### src/hdl/cdu_pkg.sv
// shared types, constants and table functions for the civil date unit
package cdu_pkg;

   typedef enum logic [1:0] {
      ACT_TO_DAYS  = 2'd0,
      ACT_TO_CIVIL = 2'd1,
      ACT_ADD      = 2'd2,
      ACT_DIFF     = 2'd3
   } action_type;

   // register stages inside each conversion path
   localparam int PIPE_DEPTH = 5;

   localparam logic [17:0] ERA_DAYS = 18'd146097;

   typedef struct packed {
      logic signed [16:0] year;
      logic [3:0]         month;
      logic [4:0]         day;
      logic [2:0]         weekday;
   } civil_type;

   // first day of each march-based month within the year
   function automatic logic [8:0] month_start(input logic [3:0] mp);
      logic [8:0] start_day;
      case (mp)
         4'd0:    start_day = 9'd0;
         4'd1:    start_day = 9'd31;
         4'd2:    start_day = 9'd61;
         4'd3:    start_day = 9'd92;
         4'd4:    start_day = 9'd122;
         4'd5:    start_day = 9'd153;
         4'd6:    start_day = 9'd184;
         4'd7:    start_day = 9'd214;
         4'd8:    start_day = 9'd245;
         4'd9:    start_day = 9'd275;
         4'd10:   start_day = 9'd306;
         4'd11:   start_day = 9'd337;
         4'd12:   start_day = 9'd367;
         default: start_day = 9'd0;
      endcase
      return start_day;
   endfunction

   // floor(yoe / 100) for a year of era 0..399
   function automatic logic [1:0] hundreds(input logic [8:0] yoe);
      logic [1:0] count;
      count = 2'(yoe >= 9'd100) + 2'(yoe >= 9'd200) + 2'(yoe >= 9'd300);
      return count;
   endfunction

   function automatic logic [4:0] month_days(input logic [3:0] month, input logic leap);
      logic [4:0] len;
      case (month)
         4'd1, 4'd3, 4'd5, 4'd7, 4'd8, 4'd10, 4'd12: len = 5'd31;
         4'd2:    len = leap ? 5'd29 : 5'd28;
         default: len = 5'd30;
      endcase
      return len;
   endfunction

endpackage

### src/hdl/cdu_to_days.sv
// civil date to day number pipeline with leap and validity flags
module cdu_to_days import cdu_pkg::*; (
   input  logic               clock,
   input  logic signed [15:0] year_in,
   input  logic [3:0]         month_in,
   input  logic [4:0]         day_in,
   output logic signed [25:0] days,
   output logic               is_leap,
   output logic               is_valid
);

   localparam logic signed [17:0] YEAR_BIAS  = 18'sd32800;
   localparam logic [12:0]        RECIP_25   = 13'd5243;
   localparam logic [26:0]        EPOCH_BIAS = 27'd12699422;

   // stage 1
   logic               early;
   logic signed [17:0] y_wide;
   logic signed [17:0] yy_wide;
   logic signed [17:0] u_sum;
   logic signed [17:0] uy_sum;
   logic [16:0]        u_in;
   logic [16:0]        uy_in;
   logic [25:0]        q_prod;
   logic [25:0]        qy_prod;
   logic [3:0]         mp_in;

   logic [16:0] s1_u_ff, s1_uy_ff;
   logic [7:0]  s1_q_ff, s1_qy_ff;
   logic [3:0]  s1_mp_ff, s1_month_ff;
   logic [4:0]  s1_day_ff;

   always_comb begin
      early   = month_in <= 4'd2;
      y_wide  = {{2{year_in[15]}}, year_in};
      yy_wide = y_wide - {17'd0, early};
      u_sum   = yy_wide + YEAR_BIAS;
      uy_sum  = y_wide + YEAR_BIAS;
      u_in    = u_sum[16:0];
      uy_in   = uy_sum[16:0];
      q_prod  = {13'd0, u_in[16:4]} * {13'd0, RECIP_25};
      qy_prod = {13'd0, uy_in[16:4]} * {13'd0, RECIP_25};
      mp_in   = early ? month_in + 4'd9 : month_in - 4'd3;
   end

   always_ff @(posedge clock) begin
      s1_u_ff     <= u_in;
      s1_uy_ff    <= uy_in;
      s1_q_ff     <= q_prod[24:17];
      s1_qy_ff    <= qy_prod[24:17];
      s1_mp_ff    <= mp_in;
      s1_month_ff <= month_in;
      s1_day_ff   <= day_in;
   end

   // stage 2
   logic [16:0] q400;
   logic [16:0] qy400;
   logic [16:0] yoe_diff;
   logic [16:0] ry_diff;
   logic [8:0]  ry;
   logic        leap_in;
   logic        valid_in;
   logic [24:0] era_in;

   logic [8:0]  s2_yoe_ff;
   logic [24:0] s2_era_ff;
   logic [3:0]  s2_mp_ff;
   logic [4:0]  s2_day_ff;
   logic        s2_leap_ff, s2_valid_ff;

   always_comb begin
      q400     = {1'b0, s1_q_ff, 8'd0} + {2'b0, s1_q_ff, 7'd0} + {5'd0, s1_q_ff, 4'd0};
      qy400    = {1'b0, s1_qy_ff, 8'd0} + {2'b0, s1_qy_ff, 7'd0} + {5'd0, s1_qy_ff, 4'd0};
      yoe_diff = s1_u_ff - q400;
      ry_diff  = s1_uy_ff - qy400;
      ry       = ry_diff[8:0];
      leap_in  = (ry == 9'd0) ||
                 ((ry[1:0] == 2'd0) && (ry != 9'd100) && (ry != 9'd200) && (ry != 9'd300));
      valid_in = (s1_month_ff >= 4'd1) && (s1_month_ff <= 4'd12) && (s1_day_ff != 5'd0) &&
                 (s1_day_ff <= month_days(s1_month_ff, leap_in));
      era_in   = {17'd0, s1_q_ff} * {7'd0, ERA_DAYS};
   end

   always_ff @(posedge clock) begin
      s2_yoe_ff   <= yoe_diff[8:0];
      s2_era_ff   <= era_in;
      s2_mp_ff    <= s1_mp_ff;
      s2_day_ff   <= s1_day_ff;
      s2_leap_ff  <= leap_in;
      s2_valid_ff <= valid_in;
   end

   // stage 3
   logic [17:0] yoe365;
   logic [18:0] doe_in;

   logic [18:0] s3_doe_ff;
   logic [24:0] s3_era_ff;
   logic        s3_leap_ff, s3_valid_ff;

   always_comb begin
      yoe365 = {1'b0, s2_yoe_ff, 8'd0} + {3'd0, s2_yoe_ff, 6'd0} + {4'd0, s2_yoe_ff, 5'd0} +
               {6'd0, s2_yoe_ff, 3'd0} + {7'd0, s2_yoe_ff, 2'd0} + {9'd0, s2_yoe_ff};
      doe_in = {1'b0, yoe365} + {12'd0, s2_yoe_ff[8:2]} - {17'd0, hundreds(s2_yoe_ff)} +
               {10'd0, month_start(s2_mp_ff)} + {14'd0, s2_day_ff} - 19'd1;
   end

   always_ff @(posedge clock) begin
      s3_doe_ff   <= doe_in;
      s3_era_ff   <= s2_era_ff;
      s3_leap_ff  <= s2_leap_ff;
      s3_valid_ff <= s2_valid_ff;
   end

   // stage 4
   logic [26:0] days_sum;

   logic [25:0] s4_days_ff;
   logic        s4_leap_ff, s4_valid_ff;

   always_comb begin
      days_sum = {2'b00, s3_era_ff} + {{8{s3_doe_ff[18]}}, s3_doe_ff} - EPOCH_BIAS;
   end

   always_ff @(posedge clock) begin
      s4_days_ff  <= days_sum[25:0];
      s4_leap_ff  <= s3_leap_ff;
      s4_valid_ff <= s3_valid_ff;
   end

   // stage 5, aligns with the day to civil path
   logic [25:0] s5_days_ff;
   logic        s5_leap_ff, s5_valid_ff;

   always_ff @(posedge clock) begin
      s5_days_ff  <= s4_days_ff;
      s5_leap_ff  <= s4_leap_ff;
      s5_valid_ff <= s4_valid_ff;
   end

   assign days     = s5_days_ff;
   assign is_leap  = s5_leap_ff;
   assign is_valid = s5_valid_ff;

endmodule

### src/hdl/cdu_to_civil.sv
// day number to civil date and iso weekday pipeline
module cdu_to_civil import cdu_pkg::*; (
   input  logic               clock,
   input  logic signed [24:0] days_a,
   output civil_type          civil
);

   localparam logic [26:0] ZP_BIAS    = 27'd16790138;
   localparam logic [26:0] WD_BIAS    = 27'd16777225;
   localparam logic [26:0] RECIP_ERA  = 27'd120414424;
   localparam logic [26:0] RECIP_7    = 27'd76695845;
   localparam logic [15:0] RECIP_365  = 16'd45965;
   localparam logic [17:0] LAST_DOE   = 18'd146096;
   localparam logic [18:0] YEAR_SHIFT = 19'd44000;

   // stage 1
   logic [26:0] w_sum;
   logic [26:0] v_sum;
   logic [52:0] era_prod;
   logic [52:0] wd_prod;

   logic [25:0] s1_w_ff, s1_v_ff;
   logic [7:0]  s1_era_ff;
   logic [22:0] s1_q7_ff;

   always_comb begin
      w_sum    = {{2{days_a[24]}}, days_a} + ZP_BIAS;
      v_sum    = {{2{days_a[24]}}, days_a} + WD_BIAS;
      era_prod = {27'd0, w_sum[25:0]} * {26'd0, RECIP_ERA};
      wd_prod  = {27'd0, v_sum[25:0]} * {26'd0, RECIP_7};
   end

   always_ff @(posedge clock) begin
      s1_w_ff   <= w_sum[25:0];
      s1_v_ff   <= v_sum[25:0];
      s1_era_ff <= era_prod[51:44];
      s1_q7_ff  <= wd_prod[51:29];
   end

   // stage 2
   logic [25:0] era_days;
   logic [25:0] doe_diff;
   logic [25:0] wd_diff;

   logic [17:0] s2_doe_ff;
   logic [7:0]  s2_era_ff;
   logic [2:0]  s2_wd_ff;

   always_comb begin
      era_days = {18'd0, s1_era_ff} * {8'd0, ERA_DAYS};
      doe_diff = s1_w_ff - era_days;
      wd_diff  = s1_v_ff - ({s1_q7_ff, 3'd0} - {3'd0, s1_q7_ff});
   end

   always_ff @(posedge clock) begin
      s2_doe_ff <= doe_diff[17:0];
      s2_era_ff <= s1_era_ff;
      s2_wd_ff  <= wd_diff[2:0] + 3'd1;
   end

   // stage 3
   logic [31:0] c1_prod;
   logic [2:0]  c2;
   logic [17:0] t_in;

   logic [17:0] s3_t_ff, s3_doe_ff;
   logic [7:0]  s3_era_ff;
   logic [2:0]  s3_wd_ff;

   always_comb begin
      c1_prod = {16'd0, s2_doe_ff[17:2]} * {16'd0, RECIP_365};
      c2      = 3'(s2_doe_ff >= 18'd36524) + 3'(s2_doe_ff >= 18'd73048) +
                3'(s2_doe_ff >= 18'd109572) + 3'(s2_doe_ff >= LAST_DOE);
      t_in    = s2_doe_ff - {11'd0, c1_prod[30:24]} + {15'd0, c2} -
                {17'd0, (s2_doe_ff == LAST_DOE)};
   end

   always_ff @(posedge clock) begin
      s3_t_ff   <= t_in;
      s3_doe_ff <= s2_doe_ff;
      s3_era_ff <= s2_era_ff;
      s3_wd_ff  <= s2_wd_ff;
   end

   // stage 4
   logic [33:0] yoe_prod;

   logic [8:0]  s4_yoe_ff;
   logic [17:0] s4_doe_ff;
   logic [7:0]  s4_era_ff;
   logic [2:0]  s4_wd_ff;

   always_comb begin
      yoe_prod = {16'd0, s3_t_ff} * {18'd0, RECIP_365};
   end

   always_ff @(posedge clock) begin
      s4_yoe_ff <= yoe_prod[32:24];
      s4_doe_ff <= s3_doe_ff;
      s4_era_ff <= s3_era_ff;
      s4_wd_ff  <= s3_wd_ff;
   end

   // stage 5
   logic [17:0] yoe365;
   logic [17:0] doy_diff;

   logic [8:0] s5_doy_ff, s5_yoe_ff;
   logic [7:0] s5_era_ff;
   logic [2:0] s5_wd_ff;

   always_comb begin
      yoe365   = {1'b0, s4_yoe_ff, 8'd0} + {3'd0, s4_yoe_ff, 6'd0} + {4'd0, s4_yoe_ff, 5'd0} +
                 {6'd0, s4_yoe_ff, 3'd0} + {7'd0, s4_yoe_ff, 2'd0} + {9'd0, s4_yoe_ff};
      doy_diff = s4_doe_ff - (yoe365 + {11'd0, s4_yoe_ff[8:2]} - {16'd0, hundreds(s4_yoe_ff)});
   end

   always_ff @(posedge clock) begin
      s5_doy_ff <= doy_diff[8:0];
      s5_yoe_ff <= s4_yoe_ff;
      s5_era_ff <= s4_era_ff;
      s5_wd_ff  <= s4_wd_ff;
   end

   // month split and year assembly
   logic [3:0]  mp;
   logic [8:0]  day_diff;
   logic [18:0] year_sum;

   always_comb begin
      mp = 4'd0;
      for (int k = 1; k < 12; k++) begin
         if (s5_doy_ff >= month_start(4'(k))) begin
            mp = 4'(k);
         end
      end
      day_diff = s5_doy_ff - month_start(mp) + 9'd1;
      year_sum = {10'd0, s5_yoe_ff} + {2'd0, s5_era_ff, 9'd0} - {4'd0, s5_era_ff, 7'd0} +
                 {7'd0, s5_era_ff, 4'd0} - YEAR_SHIFT + {18'd0, (mp >= 4'd10)};
      civil.year    = year_sum[16:0];
      civil.month   = (mp < 4'd10) ? mp + 4'd3 : mp - 4'd9;
      civil.day     = day_diff[4:0];
      civil.weekday = s5_wd_ff;
   end

endmodule

### src/hdl/civil_date_day_number_unit.sv
// top level of the civil date and day number unit
//
// command channel: an item is taken at a rising edge with start high and
// busy low. busy is high only while reset is held, so after reset an item
// can be taken every cycle.
// req_action selects the work: civil date to day number, day number to
// civil date and iso weekday, day number plus offset, or difference and
// compare of two day numbers.
// result channel: rsp_strobe is high for one cycle while the rsp_ ports
// carry the item's result; fields that the action does not produce read
// zero. results leave in the order the items came in.
// path: an accepted item passes the input register, five stages of the day to
// civil path (era reciprocal multiply, era remainder, century correction, year
// reciprocal multiply, day of year) and the result register before the strobe
// rises. throughput is one item per cycle.
// reset clears the stage valid bits and the strobe, so items in flight are
// dropped. the receiver cannot stall the channel.
module civil_date_day_number_unit import cdu_pkg::*; (
   input  logic               clock,
   input  logic               reset,
   input  logic               start,
   output logic               busy,
   input  logic [1:0]         req_action,
   input  logic signed [15:0] req_year_in,
   input  logic [3:0]         req_month_in,
   input  logic [4:0]         req_day_in,
   input  logic signed [24:0] req_days_a,
   input  logic signed [24:0] req_days_b,
   output logic               rsp_strobe,
   output logic signed [25:0] rsp_result_days,
   output logic signed [16:0] rsp_year_out,
   output logic [3:0]         rsp_month_out,
   output logic [4:0]         rsp_day_out,
   output logic [2:0]         rsp_weekday,
   output logic               rsp_is_leap,
   output logic               rsp_is_valid,
   output logic               rsp_is_less,
   output logic               rsp_is_less_equal,
   output logic               rsp_is_equal
);

   logic accept;

   assign busy   = reset;
   assign accept = start && !busy;

   // input register and side delay line
   logic [PIPE_DEPTH:0]  vld_ff;
   action_type           act_ff   [PIPE_DEPTH+1];
   logic signed [24:0]   a_ff     [PIPE_DEPTH+1];
   logic signed [24:0]   b_ff     [PIPE_DEPTH+1];
   logic signed [15:0]   year_ff;
   logic [3:0]           month_ff;
   logic [4:0]           day_ff;

   always_ff @(posedge clock) begin
      if (reset) begin
         vld_ff <= '0;
      end else begin
         vld_ff <= {vld_ff[PIPE_DEPTH-1:0], accept};
      end
   end

   always_ff @(posedge clock) begin
      if (accept) begin
         act_ff[0] <= action_type'(req_action);
         a_ff[0]   <= req_days_a;
         b_ff[0]   <= req_days_b;
         year_ff   <= req_year_in;
         month_ff  <= req_month_in;
         day_ff    <= req_day_in;
      end
      for (int i = 1; i <= PIPE_DEPTH; i++) begin
         act_ff[i] <= act_ff[i-1];
         a_ff[i]   <= a_ff[i-1];
         b_ff[i]   <= b_ff[i-1];
      end
   end

   // conversion paths
   logic signed [25:0] conv_days;
   logic               conv_leap;
   logic               conv_valid;
   civil_type          civil;

   cdu_to_days u_to_days (
      .clock    (clock),
      .year_in  (year_ff),
      .month_in (month_ff),
      .day_in   (day_ff),
      .days     (conv_days),
      .is_leap  (conv_leap),
      .is_valid (conv_valid)
   );

   cdu_to_civil u_to_civil (
      .clock  (clock),
      .days_a (a_ff[0]),
      .civil  (civil)
   );

   // result select
   logic signed [25:0] a_wide, b_wide;
   logic signed [25:0] days_in;
   logic signed [16:0] year_in;
   logic [3:0]         month_in;
   logic [4:0]         day_in;
   logic [2:0]         weekday_in;
   logic               leap_in, valid_in, less_in, less_equal_in, equal_in;

   always_comb begin
      a_wide        = {a_ff[PIPE_DEPTH][24], a_ff[PIPE_DEPTH]};
      b_wide        = {b_ff[PIPE_DEPTH][24], b_ff[PIPE_DEPTH]};
      days_in       = '0;
      year_in       = '0;
      month_in      = '0;
      day_in        = '0;
      weekday_in    = '0;
      leap_in       = 1'b0;
      valid_in      = 1'b0;
      less_in       = 1'b0;
      less_equal_in = 1'b0;
      equal_in      = 1'b0;
      case (act_ff[PIPE_DEPTH])
         ACT_TO_DAYS: begin
            days_in  = conv_days;
            leap_in  = conv_leap;
            valid_in = conv_valid;
         end
         ACT_TO_CIVIL: begin
            year_in    = civil.year;
            month_in   = civil.month;
            day_in     = civil.day;
            weekday_in = civil.weekday;
         end
         ACT_ADD: begin
            days_in = a_wide + b_wide;
         end
         ACT_DIFF: begin
            days_in       = a_wide - b_wide;
            less_in       = a_wide < b_wide;
            less_equal_in = a_wide <= b_wide;
            equal_in      = a_wide == b_wide;
         end
         default: begin
            days_in = '0;
         end
      endcase
   end

   // result register
   logic               rsp_strobe_ff;
   logic signed [25:0] rsp_result_days_ff;
   logic signed [16:0] rsp_year_out_ff;
   logic [3:0]         rsp_month_out_ff;
   logic [4:0]         rsp_day_out_ff;
   logic [2:0]         rsp_weekday_ff;
   logic               rsp_is_leap_ff, rsp_is_valid_ff;
   logic               rsp_is_less_ff, rsp_is_less_equal_ff, rsp_is_equal_ff;

   always_ff @(posedge clock) begin
      if (reset) begin
         rsp_strobe_ff <= 1'b0;
      end else begin
         rsp_strobe_ff <= vld_ff[PIPE_DEPTH];
      end
   end

   always_ff @(posedge clock) begin
      rsp_result_days_ff   <= days_in;
      rsp_year_out_ff      <= year_in;
      rsp_month_out_ff     <= month_in;
      rsp_day_out_ff       <= day_in;
      rsp_weekday_ff       <= weekday_in;
      rsp_is_leap_ff       <= leap_in;
      rsp_is_valid_ff      <= valid_in;
      rsp_is_less_ff       <= less_in;
      rsp_is_less_equal_ff <= less_equal_in;
      rsp_is_equal_ff      <= equal_in;
   end

   assign rsp_strobe        = rsp_strobe_ff;
   assign rsp_result_days   = rsp_result_days_ff;
   assign rsp_year_out      = rsp_year_out_ff;
   assign rsp_month_out     = rsp_month_out_ff;
   assign rsp_day_out       = rsp_day_out_ff;
   assign rsp_weekday       = rsp_weekday_ff;
   assign rsp_is_leap       = rsp_is_leap_ff;
   assign rsp_is_valid      = rsp_is_valid_ff;
   assign rsp_is_less       = rsp_is_less_ff;
   assign rsp_is_less_equal = rsp_is_less_equal_ff;
   assign rsp_is_equal      = rsp_is_equal_ff;

endmodule
### config.mk
export PLATFORM = sky130hd
export DESIGN_NAME = civil_date_day_number_unit
export DESIGN_NICKNAME = d
export VERILOG_FILES = /design/src/hdl/cdu_pkg.sv /design/src/hdl/cdu_to_days.sv /design/src/hdl/cdu_to_civil.sv /design/src/hdl/civil_date_day_number_unit.sv
export SDC_FILE = /design/constraint.sdc
export NUM_CORES = 2
export LEC_CHECK = 0
export ABC_CLOCK_PERIOD_IN_PS = 10700
export BUFFER_PORTS_ARGS = -buffer_cell sky130_fd_sc_hd__buf_2
export CAP_MARGIN = 25
export CELL_PAD_IN_SITES_DETAIL_PLACEMENT = 1
export CELL_PAD_IN_SITES_GLOBAL_PLACEMENT = 1
export CORE_ASPECT_RATIO = 0.8
export CORE_UTILIZATION = 40
export DETAILED_ROUTE_END_ITERATION = 10
export GPL_TIMING_DRIVEN = 0
export PLACE_DENSITY = 0.72
export SLEW_MARGIN = 20
export SYNTH_ARGS = -nofsm -noshare
export SYNTH_HDL_FRONTEND = slang
export SYNTH_SLANG_ARGS = --single-unit
### constraint.sdc
create_clock -name clock -period 10.7 [get_ports clock]
set_input_delay 1.07 -clock clock [delete_from_list [all_inputs] [get_ports clock]]
set_output_delay 1.07 -clock clock [all_outputs]
set_load 0.02 [all_outputs]
==> flow_summary.yaml <==
status:
  status: "finished, final reports clean"
die:
  die-width_um: 450
  ios: 142
  rows: 131
  dieHeight_um: 360
  start_util: 0.403
  die_area_mm2: 0.162
  fp.coreArea_mm2: 0.159
global_route:
  grt_max_degree: 23
  overflow: 0
  antenna_found_initial: 6
  grt_pass1_wl_um: 259000
  first_global_vias: 47700
  grt_usage: 0.202
clock_network:
  root_buffer: "clkbuf_16"
  post_cts_buffers: 0
  htree_levels: 3
  clock-sinks: 756
  holdBufCountCts: 0
  clk_pin_slew_ns: 0.06
  cts_resized: 0
  cts_tree: "done"
  clk_latency_ns: 0.71
  clock_path_buffers: 3
  cts_made_buffers: 83
setup_path:
  start_kind: "flop"
  criticalPathCategory: "reg -> reg"
  slowest_delay_ns: 0.72
  crit_arrival_ns: 10.42
  crit_top_cell: "fa_1"
  cp_max_fo: 8
  required_ns: 11.31
  endpoint_kind: "flop"
  cp_slowest_cell: "xor2_1"
drt:
  dr.pass1.iters: 5
  wl_um: 160000
  drt_iter0_drc: 1664
  viasPerCell: 4.91
  wl_per_cell_um: 18.8
  drc: 0
  postRouteAntennaNets: 0
  route.vias.total: 41700
hold_path:
  hp-class: "reg -> reg"
logic_synthesis:
  async_flop_share: 0
  synthCells: 6053
  synth_area_mm2: 0.0642
  yosysWarnings: 0
  ys_ff_latch: 756
  yosysUniqueCellTypes: 89
  ys_seq_area_frac: 0.248
  synth.avg_cell_area_um2: 10.6
  synth_enable_flop_cells: 77
  syn_nets: 8194
  synth-main-ff-cell: "dfxtp_1"
timing:
  final.setup_skew_ns: 0.0371
  tightest_slew_ns: 1.12
  relSlewSlack: 0.253
  timing.final.crit_period_ns: 9.81
  setup_tns_ns: 0
  grt_setup_unrepaired: "false"
  hold_viol_final: 0
  setup_violations: 0
  final.period_utilization: 0.916
  drv_slew: 0
  fmax_mhz: 102
final_layout:
  syn_to_final_growth_pct: 10.2
  regArea_mm2: 0.0159
  drive_above_1_share: 0.0547
  fillers: 17500
  num-nets-final: 8432
  finalCoreUtilization: 0.444
  fin_area_mm2: 0.0708
  multi_input_area_mm2: 0.0426
job:
  cap_viol_max_count: 0
placement:
  place.gp.congestion: 0.904
  io_buffers: 141
  place_area_mm2: 0.0678
  place_hpwl_um: 134000
[final cells by class]
cell class,instances,share of cell area
plain buffers,46,0.00263
diodes,3,0.000106
well taps,2128,0.0376
clock buffers,105,0.0328
clock inverters,49,0.00877
repair buffers,153,0.0121
inverters,1501,0.0796
flip-flops and latches,756,0.225
multi-input cells,3750,0.602
[cell usage after synthesis (6+ instances only)]
library cell / number / area (um2)
clkbuf_1: 40 / 150
fa_1: 797 / 16000
o31a_1: 9 / 78.8
nand2b_1: 30 / 188
a21boi_0: 8 / 60.1
xnor2_1: 224 / 1960
edfxtp_1: 77 / 2310
o21ai_1: 15 / 75.1
a211oi_1: 26 / 195
xor2_1: 86 / 753
nand3b_1: 7 / 52.6
nor2_1: 189 / 709
o2111ai_1: 7 / 61.3
o21a_1: 48 / 360
ha_1: 1264 / 15800
a31oi_1: 23 / 144
nor3b_1: 6 / 45.0
or4_1: 11 / 82.6
and3_1: 25 / 156
a21oi_1: 178 / 891
a211o_1: 9 / 78.8
a2111oi_0: 9 / 78.8
o31ai_1: 20 / 150
or2_2: 11 / 68.8
nor3_1: 61 / 305
o21ai_0: 110 / 551
a21o_1: 82 / 616
a221oi_1: 9 / 78.8
nor4_1: 13 / 81.3
inv_1: 1501 / 5630
and2_1: 19 / 119
nand3_1: 53 / 265
dfxtp_1: 679 / 13600
nor2b_1: 39 / 244
o22ai_1: 10 / 62.6
mux2i_1: 8 / 80.1
o221ai_1: 11 / 96.3
or3_1: 21 / 131
o211ai_1: 14 / 105
o21bai_1: 21 / 158
nand4_1: 23 / 144
a41o_1: 6 / 60.1
nand2_1: 163 / 612
[flip-flops by register name, summed over array words and instances (netlist names), 9 cells and up, named ones only]
name / count
u_to_days.s3_era_ff: 25
u_to_civil.s1_w_ff: 18
u_to_civil.s4_yoe_ff: 9
u_to_days.s2_era_ff: 25
u_to_civil.s3_doe_ff: 9
u_to_civil.s5_yoe_ff: 9
u_to_days.s3_doe_ff: 19
rsp_year_out: 17
u_to_days.days: 26
b_ff: 150
rsp_result_days: 26
year_ff: 16
u_to_days.s4_days_ff: 26
a_ff: 149
u_to_civil.s4_doe_ff: 9
u_to_days.s1_uy_ff: 9
u_to_days.s1_u_ff: 9
u_to_civil.s2_doe_ff: 18
u_to_days.s2_yoe_ff: 9
u_to_civil.s3_t_ff: 18
u_to_civil.s5_doy_ff: 9
act_ff: 12
[cell usage in the layout, fill, tap and decap left out, types with 38 or more instances in the layout]
cell type	synthesis	final
nor2b_1	39	38
clkbuf_1	40	48
buf_2	2	144
dfxtp_1	679	679
clkbuf_16	0	85
a21o_1	82	82
nor3_1	61	61
inv_1	1501	1501
xnor2_1	224	218
o21a_1	48	48
nor2_1	189	188
nand3_1	53	53
fa_1	797	797
edfxtp_1	77	77
xor2_1	86	85
ha_1	1264	1264
nand2_1	163	163
o21ai_0	110	110
a21oi_1	178	178
[routing by layer]
| metal | routed length (um) | share of wire | up-vias | track usage |
|---|---|---|---|---|
| met5 | 20 | 0.00013 | - | 0 |
| met1 | 74600 | 0.47 | 21200 | 0.274 |
| met4 | 3980 | 0.025 | 2 | 0.0531 |
| li1 | - | - | 19700 | - |
| met3 | 5090 | 0.032 | 196 | 0.0251 |
| met2 | 76200 | 0.48 | 584 | 0.340 |
[kinds of logic after synthesis]
group	share of synthesized area
adder cells (fa/ha/maj)	0.495
buffers and inverters	0.0906
flip-flops	0.248
AND/OR/NAND/NOR	0.0529
AO/OA/AOI/OAI	0.0705
XOR/XNOR	0.0423
multiplexers	0.00142
[metrics by stage]
stage	setup WS, ns	hold WS (ns)	std cells
after floorplan	2.35	0.310	6053
after global placement	1.11	0.310	8322
after detailed placement	1.12	0.313	8330
after CTS	0.985	0.304	8484
after global routing	0.546	0.313	8490
final	0.894	0.307	8491
[critical path, delay by kind of cell, from the launching register on]
kind / cells / cell delay [ns]
buffers and inverters: 4 / 0.29
AOI/OAI and AO/OA: 9 / 2.19
DFF: 1 / 0.67
and+or+nand+nor: 5 / 1.37
xor gates and xnor gates: 2 / 0.86
adders and majority gates: 9 / 4.34
[worst paths after layout]
path / end / cells past startpoint / startpoint / slack, ns
worst min register to register: u_to_civil.s3_era_ff[6] / 0 / u_to_civil.s2_era_ff[6] / 0.31
worst max-delay path: u_to_civil.s1_era_ff[7] / 29 / a_ff[0][1] / 0.89
worst max register to register: u_to_civil.s1_era_ff[7] / 29 / a_ff[0][1] / 0.89
worst min-delay path: u_to_civil.s3_era_ff[6] / 0 / u_to_civil.s2_era_ff[6] / 0.31
Power is not shown: default switching activity piles up to over one toggle a cycle in this logic, so the estimate is an artifact.
